## src/design/rcm_pkg.sv

```systemverilog
// rcm_pkg: shared types and constants for the per-character RSA exponentiation block.
// Holds the beat payload structs, the datapath width and the CSR register indexes.
// No dependencies.
`timescale 1ns / 1ps

package rcm_pkg;

   // Datapath width of modulus, exponents and values
   localparam int MOD_WIDTH = 16;
   localparam int CNT_WIDTH = $clog2(MOD_WIDTH);

   // CSR register indexes
   localparam int CSR_INDEX_WIDTH = 2;
   localparam logic [CSR_INDEX_WIDTH-1:0] CSR_MODULUS          = 2'd0;
   localparam logic [CSR_INDEX_WIDTH-1:0] CSR_PUBLIC_EXPONENT  = 2'd1;
   localparam logic [CSR_INDEX_WIDTH-1:0] CSR_PRIVATE_EXPONENT = 2'd2;

   // CSR reset values
   localparam logic [MOD_WIDTH-1:0] MODULUS_RESET          = MOD_WIDTH'(3233);
   localparam logic [MOD_WIDTH-1:0] PUBLIC_EXPONENT_RESET  = MOD_WIDTH'(17);
   localparam logic [MOD_WIDTH-1:0] PRIVATE_EXPONENT_RESET = MOD_WIDTH'(2753);

   // Command codes
   localparam logic CMD_ENCRYPT = 1'b0;
   localparam logic CMD_DECRYPT = 1'b1;

   typedef struct packed {
      logic                 command;
      logic [MOD_WIDTH-1:0] value;
      logic                 last_in;
   } req_payload_type;

   typedef struct packed {
      logic [MOD_WIDTH-1:0] result;
      logic                 last_out;
   } rsp_payload_type;

endpackage

```

## src/design/rsa_char_modexp.sv

```systemverilog
// rsa_char_modexp: per-character RSA modular exponentiation, bit-serial datapath.
// Depends on rcm_pkg for payload structs, widths and CSR indexes.
`timescale 1ns / 1ps

// Usage:
//   req channel: one beat carries command (0 encrypt, 1 decrypt), value and
//   last_in. The block takes a beat only when idle; req_stall is high while
//   an item is in work.
//   rsp channel: one beat per request with result = value^exponent mod modulus
//   and last_out copied from last_in. A modulus of zero gives result 0.
//   csr port: csr_we with csr_index 0 (modulus), 1 (public exponent) or
//   2 (private exponent); other indexes are ignored. Write only while idle.
// Timing: the value is first reduced one bit per cycle, then every exponent
//   bit costs one modular squaring and, if the bit is set, one modular
//   multiply; each goes through the shared shift-and-add unit. Items run
//   one at a time; the next is taken after the result is handed off.
// Reset: synchronous, active high; clears the sequencer and the output
//   valid and restores modulus 3233, exponents 17 and 2753.
// Stall: a held rsp beat stays put; a finished result waits in the sequencer
//   until the output register frees, and no new request is taken meanwhile.
module rsa_char_modexp (
   input  logic                                  clock,
   input  logic                                  reset,
   input  logic                                  req_valid,
   output logic                                  req_stall,
   input  rcm_pkg::req_payload_type              req_payload,
   output logic                                  rsp_valid,
   input  logic                                  rsp_stall,
   output rcm_pkg::rsp_payload_type              rsp_payload,
   input  logic                                  csr_we,
   input  logic [rcm_pkg::CSR_INDEX_WIDTH-1:0]   csr_index,
   input  logic [rcm_pkg::MOD_WIDTH-1:0]         csr_wdata
);
   import rcm_pkg::*;

   typedef enum logic [2:0] {
      S_IDLE,
      S_REDUCE,
      S_SQUARE,
      S_MULT,
      S_FINISH
   } state_type;

   localparam int MSB = MOD_WIDTH - 1;
   localparam logic [CNT_WIDTH-1:0] CNT_LAST = CNT_WIDTH'(MOD_WIDTH - 1);

   state_type            state_ff, state_in;
   logic [MSB:0]         mod_ff, pub_exp_ff, priv_exp_ff;
   logic [MSB:0]         acc_ff, acc_in;
   logic [MSB:0]         base_ff, base_in;
   logic [MSB:0]         prod_ff, prod_in;
   logic [MSB:0]         mplr_ff, mplr_in;
   logic [MSB:0]         exp_ff, exp_in;
   logic [CNT_WIDTH-1:0] cnt_ff, cnt_in;
   logic [CNT_WIDTH-1:0] ecnt_ff, ecnt_in;
   logic                 last_ff, last_in;
   logic                 rsp_valid_ff, rsp_valid_in;
   rsp_payload_type      rsp_payload_ff, rsp_payload_in;

   logic                 req_accept;
   logic                 shift_bit;
   logic [MSB:0]         mcand;
   logic [MOD_WIDTH:0]   dbl, sum, mod_ext;
   logic [MSB:0]         red1, red2, step_res;

   assign req_accept = req_valid && (state_ff == S_IDLE);
   assign req_stall  = (state_ff != S_IDLE);
   assign rsp_valid  = rsp_valid_ff;
   assign rsp_payload = rsp_payload_ff;

   // Shared step: double plus incoming bit, reduce; then add multiplicand, reduce
   assign mod_ext   = {1'b0, mod_ff};
   assign shift_bit = (state_ff == S_REDUCE) ? mplr_ff[MSB] : 1'b0;
   assign mcand     = (state_ff == S_MULT) ? base_ff : acc_ff;
   assign dbl       = {prod_ff, shift_bit};
   assign red1      = (dbl >= mod_ext) ? MOD_WIDTH'(dbl - mod_ext) : dbl[MSB:0];
   assign sum       = {1'b0, red1} + {1'b0, mcand};
   assign red2      = (sum >= mod_ext) ? MOD_WIDTH'(sum - mod_ext) : sum[MSB:0];
   assign step_res  = ((state_ff != S_REDUCE) && mplr_ff[MSB]) ? red2 : red1;

   // Sequencer and datapath next values
   always_comb begin
      state_in       = state_ff;
      acc_in         = acc_ff;
      base_in        = base_ff;
      prod_in        = prod_ff;
      mplr_in        = mplr_ff;
      exp_in         = exp_ff;
      cnt_in         = cnt_ff;
      ecnt_in        = ecnt_ff;
      last_in        = last_ff;
      rsp_payload_in = rsp_payload_ff;
      rsp_valid_in   = rsp_valid_ff && rsp_stall;

      case (state_ff)
         S_IDLE: begin
            if (req_accept) begin
               mplr_in     = req_payload.value;
               prod_in     = '0;
               cnt_in      = CNT_LAST;
               ecnt_in     = CNT_LAST;
               exp_in      = (req_payload.command == CMD_DECRYPT) ? priv_exp_ff : pub_exp_ff;
               last_in     = req_payload.last_in;
               acc_in      = (mod_ff == MOD_WIDTH'(1)) ? '0 : MOD_WIDTH'(1);
               state_in    = S_REDUCE;
            end
         end
         S_REDUCE: begin
            prod_in = step_res;
            mplr_in = mplr_ff << 1;
            cnt_in  = cnt_ff - 1'b1;
            if (cnt_ff == '0) begin
               // Reduced value becomes the base; start squaring the accumulator
               base_in  = step_res;
               mplr_in  = acc_ff;
               prod_in  = '0;
               cnt_in   = CNT_LAST;
               state_in = S_SQUARE;
            end
         end
         S_SQUARE, S_MULT: begin
            prod_in = step_res;
            mplr_in = mplr_ff << 1;
            cnt_in  = cnt_ff - 1'b1;
            if (cnt_ff == '0) begin
               acc_in  = step_res;
               mplr_in = step_res;
               prod_in = '0;
               cnt_in  = CNT_LAST;
               if ((state_ff == S_SQUARE) && exp_ff[MSB]) begin
                  state_in = S_MULT;
               end else begin
                  // Advance to the next exponent bit
                  exp_in = exp_ff << 1;
                  if (ecnt_ff == '0) begin
                     state_in = S_FINISH;
                  end else begin
                     ecnt_in  = ecnt_ff - 1'b1;
                     state_in = S_SQUARE;
                  end
               end
            end
         end
         S_FINISH: begin
            // Hand off once the output register is free
            if (!rsp_valid_ff || !rsp_stall) begin
               rsp_payload_in.result   = (mod_ff == '0) ? '0 : acc_ff;
               rsp_payload_in.last_out = last_ff;
               rsp_valid_in            = 1'b1;
               state_in                = S_IDLE;
            end
         end
         default: begin
            state_in = S_IDLE;
         end
      endcase
   end

   // State, CSRs and registered outputs
   always_ff @(posedge clock) begin
      if (reset) begin
         state_ff     <= S_IDLE;
         rsp_valid_ff <= 1'b0;
         mod_ff       <= MODULUS_RESET;
         pub_exp_ff   <= PUBLIC_EXPONENT_RESET;
         priv_exp_ff  <= PRIVATE_EXPONENT_RESET;
      end else begin
         state_ff     <= state_in;
         rsp_valid_ff <= rsp_valid_in;
         if (csr_we) begin
            case (csr_index)
               CSR_MODULUS:          mod_ff      <= csr_wdata;
               CSR_PUBLIC_EXPONENT:  pub_exp_ff  <= csr_wdata;
               CSR_PRIVATE_EXPONENT: priv_exp_ff <= csr_wdata;
               default: ;
            endcase
         end
      end
      acc_ff         <= acc_in;
      base_ff        <= base_in;
      prod_ff        <= prod_in;
      mplr_ff        <= mplr_in;
      exp_ff         <= exp_in;
      cnt_ff         <= cnt_in;
      ecnt_ff        <= ecnt_in;
      last_ff        <= last_in;
      rsp_payload_ff <= rsp_payload_in;
   end

   // An accepted request always starts with the reduction pass
   a_accept_reduce: assert property (@(posedge clock) disable iff (reset)
      req_accept |=> (state_ff == S_REDUCE))
      else $error("accepted request did not enter reduction");

   // Reduction hands over to squaring after its last bit
   a_reduce_to_square: assert property (@(posedge clock) disable iff (reset)
      (state_ff == S_REDUCE) && (cnt_ff == '0) |=> (state_ff == S_SQUARE))
      else $error("reduction did not hand over to squaring");

   // A new result beat only comes from the finish step
   a_rsp_from_finish: assert property (@(posedge clock) disable iff (reset)
      $rose(rsp_valid_ff) |-> ($past(state_ff) == S_FINISH))
      else $error("result beat raised outside finish step");

   // A finished result waits while the output register is blocked
   a_finish_waits: assert property (@(posedge clock) disable iff (reset)
      (state_ff == S_FINISH) && rsp_valid_ff && rsp_stall |=> (state_ff == S_FINISH))
      else $error("finished result left while output was stalled");

endmodule
```

## config.mk

```make
export PLATFORM = sky130hd
export DESIGN_NAME = rsa_char_modexp
export DESIGN_NICKNAME = d
export VERILOG_FILES = /design/src/design/rcm_pkg.sv /design/src/design/rsa_char_modexp.sv
export SDC_FILE = /design/constraint.sdc
export NUM_CORES = 1
export LEC_CHECK = 0
export BUFFER_PORTS_ARGS = -buffer_cell sky130_fd_sc_hd__buf_2
export CORE_UTILIZATION = 40
export CTS_BUF_LIST = sky130_fd_sc_hd__clkbuf_8
export DETAILED_ROUTE_END_ITERATION = 10
export PLACE_DENSITY = 0.56
export SLEW_MARGIN = 10
export SYNTH_ARGS = -nofsm -noshare
export SYNTH_HDL_FRONTEND = slang
export SYNTH_SLANG_ARGS = --single-unit
```

## constraint.sdc

```tcl
create_clock -name clock -period 9.8 [get_ports clock]
set_input_delay 2.94 -clock clock [delete_from_list [all_inputs] [get_ports clock]]
set_output_delay 2.94 -clock clock [all_outputs]
set_load 0.03 [all_outputs]
```

=== After elaboration in Yosys (flattened, before gate mapping) ===
Index checks and enable logic that the tools add are counted.

* Register bits after elaboration: 158
* Input bits: 41
* Output and inout port bits: 19

* $add $sub $neg: 5
* $lt $le $gt $ge: 2
* Eq/ne operators: 14
* Multiplexer cells: 37
* Reductions and logical operators: 30

{| class="wikitable"
|+ Operators by type and width
! kind !! number
|-
| $mux 16 || 15
|-
| $pmux 16 s2 || 3
|-
| $pmux 16 s3 || 1
|-
| $ge 17x16->1 || 2
|-
| $sub 16x16->16 || 2
|-
| $mux 4 || 5
|-
| $mux 3 || 6
|-
| $add 16x16->17 || 1
|-
| $eq 16x1->1 const B || 1
|-
| $logic_not 16->1 || 1
|-
| $pmux 4 s2 || 2
|-
| $reduce_and 2->1 || 8
|-
| $pmux 3 s4 || 1
|-
| $ne 2x2->1 const B || 5
|-
| $logic_not 4->1 || 2
|-
| $reduce_and 4->1 || 2
|-
| $sub 4x1->4 const B || 2
|-
| $eq 3x2->1 const B || 2
|-
| $reduce_bool 3->1 || 2
|-
| $reduce_and 5->1 || 1
|-
| $logic_and 1x1->1 || 4
|-
| $mux 1 || 4
|-
| $reduce_bool 2->1 || 2
|-
| $eq 3x1->1 const B || 1
|-
| other kinds (12) || 13
|}

=== Depth between registers and ports, before layout ===
* Word-level depth: 10
* Gate-level depth with buffers: 31

=== Least setup slack after synthesis ===
OpenSTA, ideal clock, no wires.

* Kind: register to register
* Start point: register state_ff[0]
* End point: register mplr_ff[15] (data pin)
* Data arrival time: 5.725 ns
* Data required time: 9.528 ns
* Slack: 3.803 ns
* Stages on the path, launching flop included: 30
* Clock period less this slack: 5.997 ns
* Cell sequence: dfxtp_1 -> clkbuf_1 -> nor3b_1 -> nand2_1 -> ha_1 -> inv_1 -> fa_1 -> a211oi_1 -> o21ai_0 -> a2111oi_0 -> nor3_1 -> xnor2_1 -> o21ai_0 -> ha_1 -> clkbuf_1 -> nand2_1 -> nor2_1 -> a311oi_1 -> a21o_1 -> a211oi_1 -> inv_1 -> ha_1 -> a21o_2 -> a221oi_1 -> nand2_1 -> a41o_1 -> buf_6 -> and3_4 -> a2111oi_4 -> o31ai_2

* Longest elaborated chain between the ends: 10

{| class="wikitable"
|+ Ends and longest elaborated chain
! element !! RTL line !! text
|-
| from (decl) || rsa_char_modexp.sv:47 || <nowiki>state_type state_ff, state_in;</nowiki>
|-
| from (signal assigned) || rsa_char_modexp.sv:168 || <nowiki>state_ff <= state_in;</nowiki>
|-
| $eq 3x1->1 || rsa_char_modexp.sv:73, rsa_char_modexp.sv:95 ||
|-
| $mux 1 || rsa_char_modexp.sv:73 || <nowiki>assign shift_bit = (state_ff == S_REDUCE) ? mplr_ff[MSB] : 1'b0;</nowiki>
|-
| $sub 16x16->16 / $ge 17x16->1 (equally long branches) || rsa_char_modexp.sv:76 || <nowiki>assign red1 = (dbl >= mod_ext) ? MOD_WIDTH'(dbl - mod_ext) : dbl[MSB:0];</nowiki>
|-
| $mux 16 || rsa_char_modexp.sv:76 ||
|-
| $add 16x16->17 || rsa_char_modexp.sv:77 || <nowiki>assign sum = {1'b0, red1} + {1'b0, mcand};</nowiki>
|-
| $sub 16x16->16 / $ge 17x16->1 (equally long branches) || rsa_char_modexp.sv:78 || <nowiki>assign red2 = (sum >= mod_ext) ? MOD_WIDTH'(sum - mod_ext) : sum[MSB:0];</nowiki>
|-
| $mux 16 || rsa_char_modexp.sv:78 ||
|-
| $mux 16 || rsa_char_modexp.sv:79 || <nowiki>assign step_res = ((state_ff != S_REDUCE) && mplr_ff[MSB]) ? red2 : red1;</nowiki>
|-
| $mux 16 || rsa_char_modexp.sv:125 || <nowiki>if (cnt_ff == '0) begin</nowiki>
|-
| $pmux 16 s3 (*) || rsa_char_modexp.sv:95 || <nowiki>case (state_ff)</nowiki>
|-
| net mplr_in[15] || rsa_char_modexp.sv:52 || <nowiki>logic [MSB:0] mplr_ff, mplr_in;</nowiki>
|-
| to (signal assigned) || rsa_char_modexp.sv:182 || <nowiki>mplr_ff <= mplr_in;</nowiki>
|-
| to (decl) || rsa_char_modexp.sv:52 ||
|}

The timed path passes the listed nets; every way through them passes the cells marked *.
A chain may end at the register's enable or synchronous reset.

=== Worst setup path after layout ===
* Start point: register mod_ff[1]
* End point: register mplr_ff[14] (data pin)

* Longest elaborated chain between the ends: 8

{| class="wikitable"
|+ Ends and longest elaborated chain
! element !! RTL line !! text
|-
| from (decl) || rsa_char_modexp.sv:48 || <nowiki>logic [MSB:0] mod_ff, pub_exp_ff, priv_exp_ff;</nowiki>
|-
| from (signal assigned) || rsa_char_modexp.sv:172 || <nowiki>CSR_MODULUS: mod_ff <= csr_wdata;</nowiki>
|-
| $sub 16x16->16 / $ge 17x16->1 (equally long branches) || rsa_char_modexp.sv:76 ||
|-
| $mux 16 || rsa_char_modexp.sv:76 ||
|-
| $add 16x16->17 || rsa_char_modexp.sv:77 ||
|-
| $sub 16x16->16 / $ge 17x16->1 (equally long branches) || rsa_char_modexp.sv:78 ||
|-
| $mux 16 || rsa_char_modexp.sv:78 ||
|-
| $mux 16 (*) || rsa_char_modexp.sv:79 ||
|-
| $mux 16 (*) || rsa_char_modexp.sv:125 ||
|-
| $pmux 16 s3 (*) || rsa_char_modexp.sv:95 ||
|-
| net mplr_in[14] || rsa_char_modexp.sv:52 ||
|}

Marks and branches as above.

==> flow_summary.yaml <==
logic_synthesis:
  synth_top_area_share: 0.320
  async_reset_ff_frac: 0
  synthesis.area_um2: 9930
  ys_ff_latch: 158
  synth_cell_types: 76
  yosys-top-cells-area: "edfxtp_1 (32%), dfxtp_1 (10%), ha_1 (6.3%), nand2_1 (6.3%), a21oi_1 (5.7%)"
  synth.avg_cell_area_um2: 8.99
  yosysSeqAreaShare: 0.425
  yosys_warnings: 0
  yosysTopAreaCell: "edfxtp_1"
  synthesis.nets: 1199
  yosys_most_used_dff: "edfxtp_1"
  synth-edff-count: 106
  synth_cells: 1105
floorplanning:
  ios: 60
  chipWidth_um: 160
  start_util: 0.408
  die_area_um2: 25500
  core_um2: 24300
  rows: 57
  die_y_um: 160
clocking:
  cts_setup_buffers: 0
  cts.clk_slew.worst_paths_ns: 0.10
  clk_path_buf_depth: 2
  cts-root-buf: "clkbuf_8"
  clk_latency_ns: 0.48
  clock_sinks: 158
  cts_buffers: 17
  cts.htree.levels: 4
  cts.repair.resized: 0
  cts_tree: "built"
  ctsHoldBuffers: 0
critical_path:
  setup.worst_path.class: "flip-flop to flip-flop"
  slowest_delay_ns: 0.89
  required_ns: 10.01
  cp_common_cell: "ha_1"
  crit_path_end_kind: "flip-flop"
  slowest_stage: "o311ai_2"
  cp_top_family: "compound AO/OA/AOI/OAI gates"
  crit_start: "mod_ff[1]"
  cp_max_fo: 22
  crit_chain: "inv_1 > ha_1 > nor2b_1 > o31a_1 > o31a_1 > o311ai_2 > a21oi_1 > or2_2 > ha_1 > a211oi_1 > nor2_1 > o31ai_1 > o211ai_1 > o31ai_1 > xnor2_1 > ha_1 > a311o_1 > a221oi_1 > nand2_1 > a41oi_2 > a22oi_1 > o22ai_1 > o21ai_0"
  path_buf_inv: 1
  start_kind: "flip-flop"
  regToRegStartpoint: "mod_ff[1]"
  cp.arrival_ns: 8.08
timing:
  finalHoldViolCount: 0
  worst_pin_slew_ns: 1.06
  maxSlewViolCount: 0
  layout_setup_ws_ns: 1.92
  rsz0062_at_grt: "false"
  relSlewSlack: 0.293
  fin_crit_ns: 7.88
  finalSetupViolations: 0
  fin_setup_tns_ns: 0
  fmax_ghz: 0.127
  clock_skew_ns: 0.0291
  finalCritPeriodShare: 0.804
worst_hold_path:
  hold_class: "flip-flop to flip-flop"
  min_from: "last_ff"
outcome:
  status: "finished, final reports clean"
place:
  pre_cts_ws_ns: 1.93
  hpwl_um: 21800
  gp_congestion: 0.900
  port_buffers: 59
layout:
  drive_above_1_share: 0.132
  final_cell_mix: "nand2_1 (166), a21oi_1 (112), edfxtp_1 (106), nor2_1 (93), o21ai_0 (60)"
  final_common_cell: "nand2_1"
  antenna_cells: 0
  final.fill_count: 2436
  nNetsFinal: 1229
  syn2layout_area_growth_pct: 9.50
global_routing:
  gr-usage-all-layers: 0.232
  grt_max_degree: 53
  grt_pass1_wl_um: 45400
  overflow: 0
  grt_pass1_vias: 7820
  antenna_found_initial: 0
routing:
  post_drt_wl_per_cell_um: 19.9
  detail-route-antenna-nets: 0
  drtIter0Drc: 686
  wl_um: 29300
  dr.pass1.iters: 7
  vias: 8488
  route.detailed.drc: 0
  viasPerCell: 5.77
job:
  cap_violations: 0
[synthesized netlist by cell type (12+ instances only)]
master	instances
a211oi_1	12
a21oi_1	113
clkbuf_1	46
dfxtp_1	52
edfxtp_1	106
ha_1	50
inv_1	54
mux2_2	18
mux2i_1	17
nand2_1	166
nand3_1	29
nand3b_1	14
nor2_1	93
nor2b_1	22
nor3_1	22
o21ai_0	60
xnor2_1	18
[per-layer routing]
metal	vias up	global-route usage	part of all wire
met5	-	0	0
met4	0	0.0542	0.013
met3	27	0.0326	0.047
met2	260	0.383	0.48
met1	4115	0.319	0.46
li1	4086	-	-
[through the flow]
stage	utilization	cells	hold WS, ns	area (µm²)
final	0.447	1472	0.428	10900
after global routing	0.447	1472	0.446	10900
after CTS	0.447	1472	0.430	10900
after detailed placement	0.431	1440	0.406	10500
after global placement	0.431	1440	0.401	10500
after floorplan	-	1105	0.400	9930
[state kept, by name, indices dropped and copies added (netlist names)]
name / count
rsp_valid: 1
rsp_payload: 17
acc_ff: 16
ecnt_ff: 4
mod_ff: 16
last_ff: 1
state_ff: 3
cnt_ff: 4
exp_ff: 16
prod_ff: 16
priv_exp_ff: 16
base_ff: 16
pub_exp_ff: 16
mplr_ff: 16
[path summary, 6_finish.rpt]
| path | endpoint | slack, ns | cells after the start |
|---|---|---|---|
| min | rsp_payload[0] | 0.43 | 0 |
| max reg2reg | mplr_ff[14] | 1.92 | 23 |
| max | mplr_ff[14] | 1.92 | 23 |
| min reg2reg | rsp_payload[0] | 0.43 | 0 |
[cell type report]
type,instances,area [µm²],area share
inverter,54,203,0.0186
tap,324,405,0.0373
multi-input combinational,836,5280,0.485
sequential,158,4220,0.388
timing repair buffer,68,363,0.0334
clock inverter,14,155,0.0143
clock buffer,18,248,0.0228
[cell families (layout without fill, tap and decap cells)]
logic type,after synthesis,after routing,share of synthesized area
AOI/OAI and AO/OA,315,315,0.209
muxes,35,35,0.0375
DFF,158,158,0.425
adders and majority gates,53,53,0.0690
and+or+nand+nor,407,407,0.191
buffers and inverters,111,154,0.0450
xor gates and xnor gates,26,26,0.0229
Power is left out: the tool's default activity adds up to more than one toggle a clock period on the data nets, which glitch-free logic cannot reach.
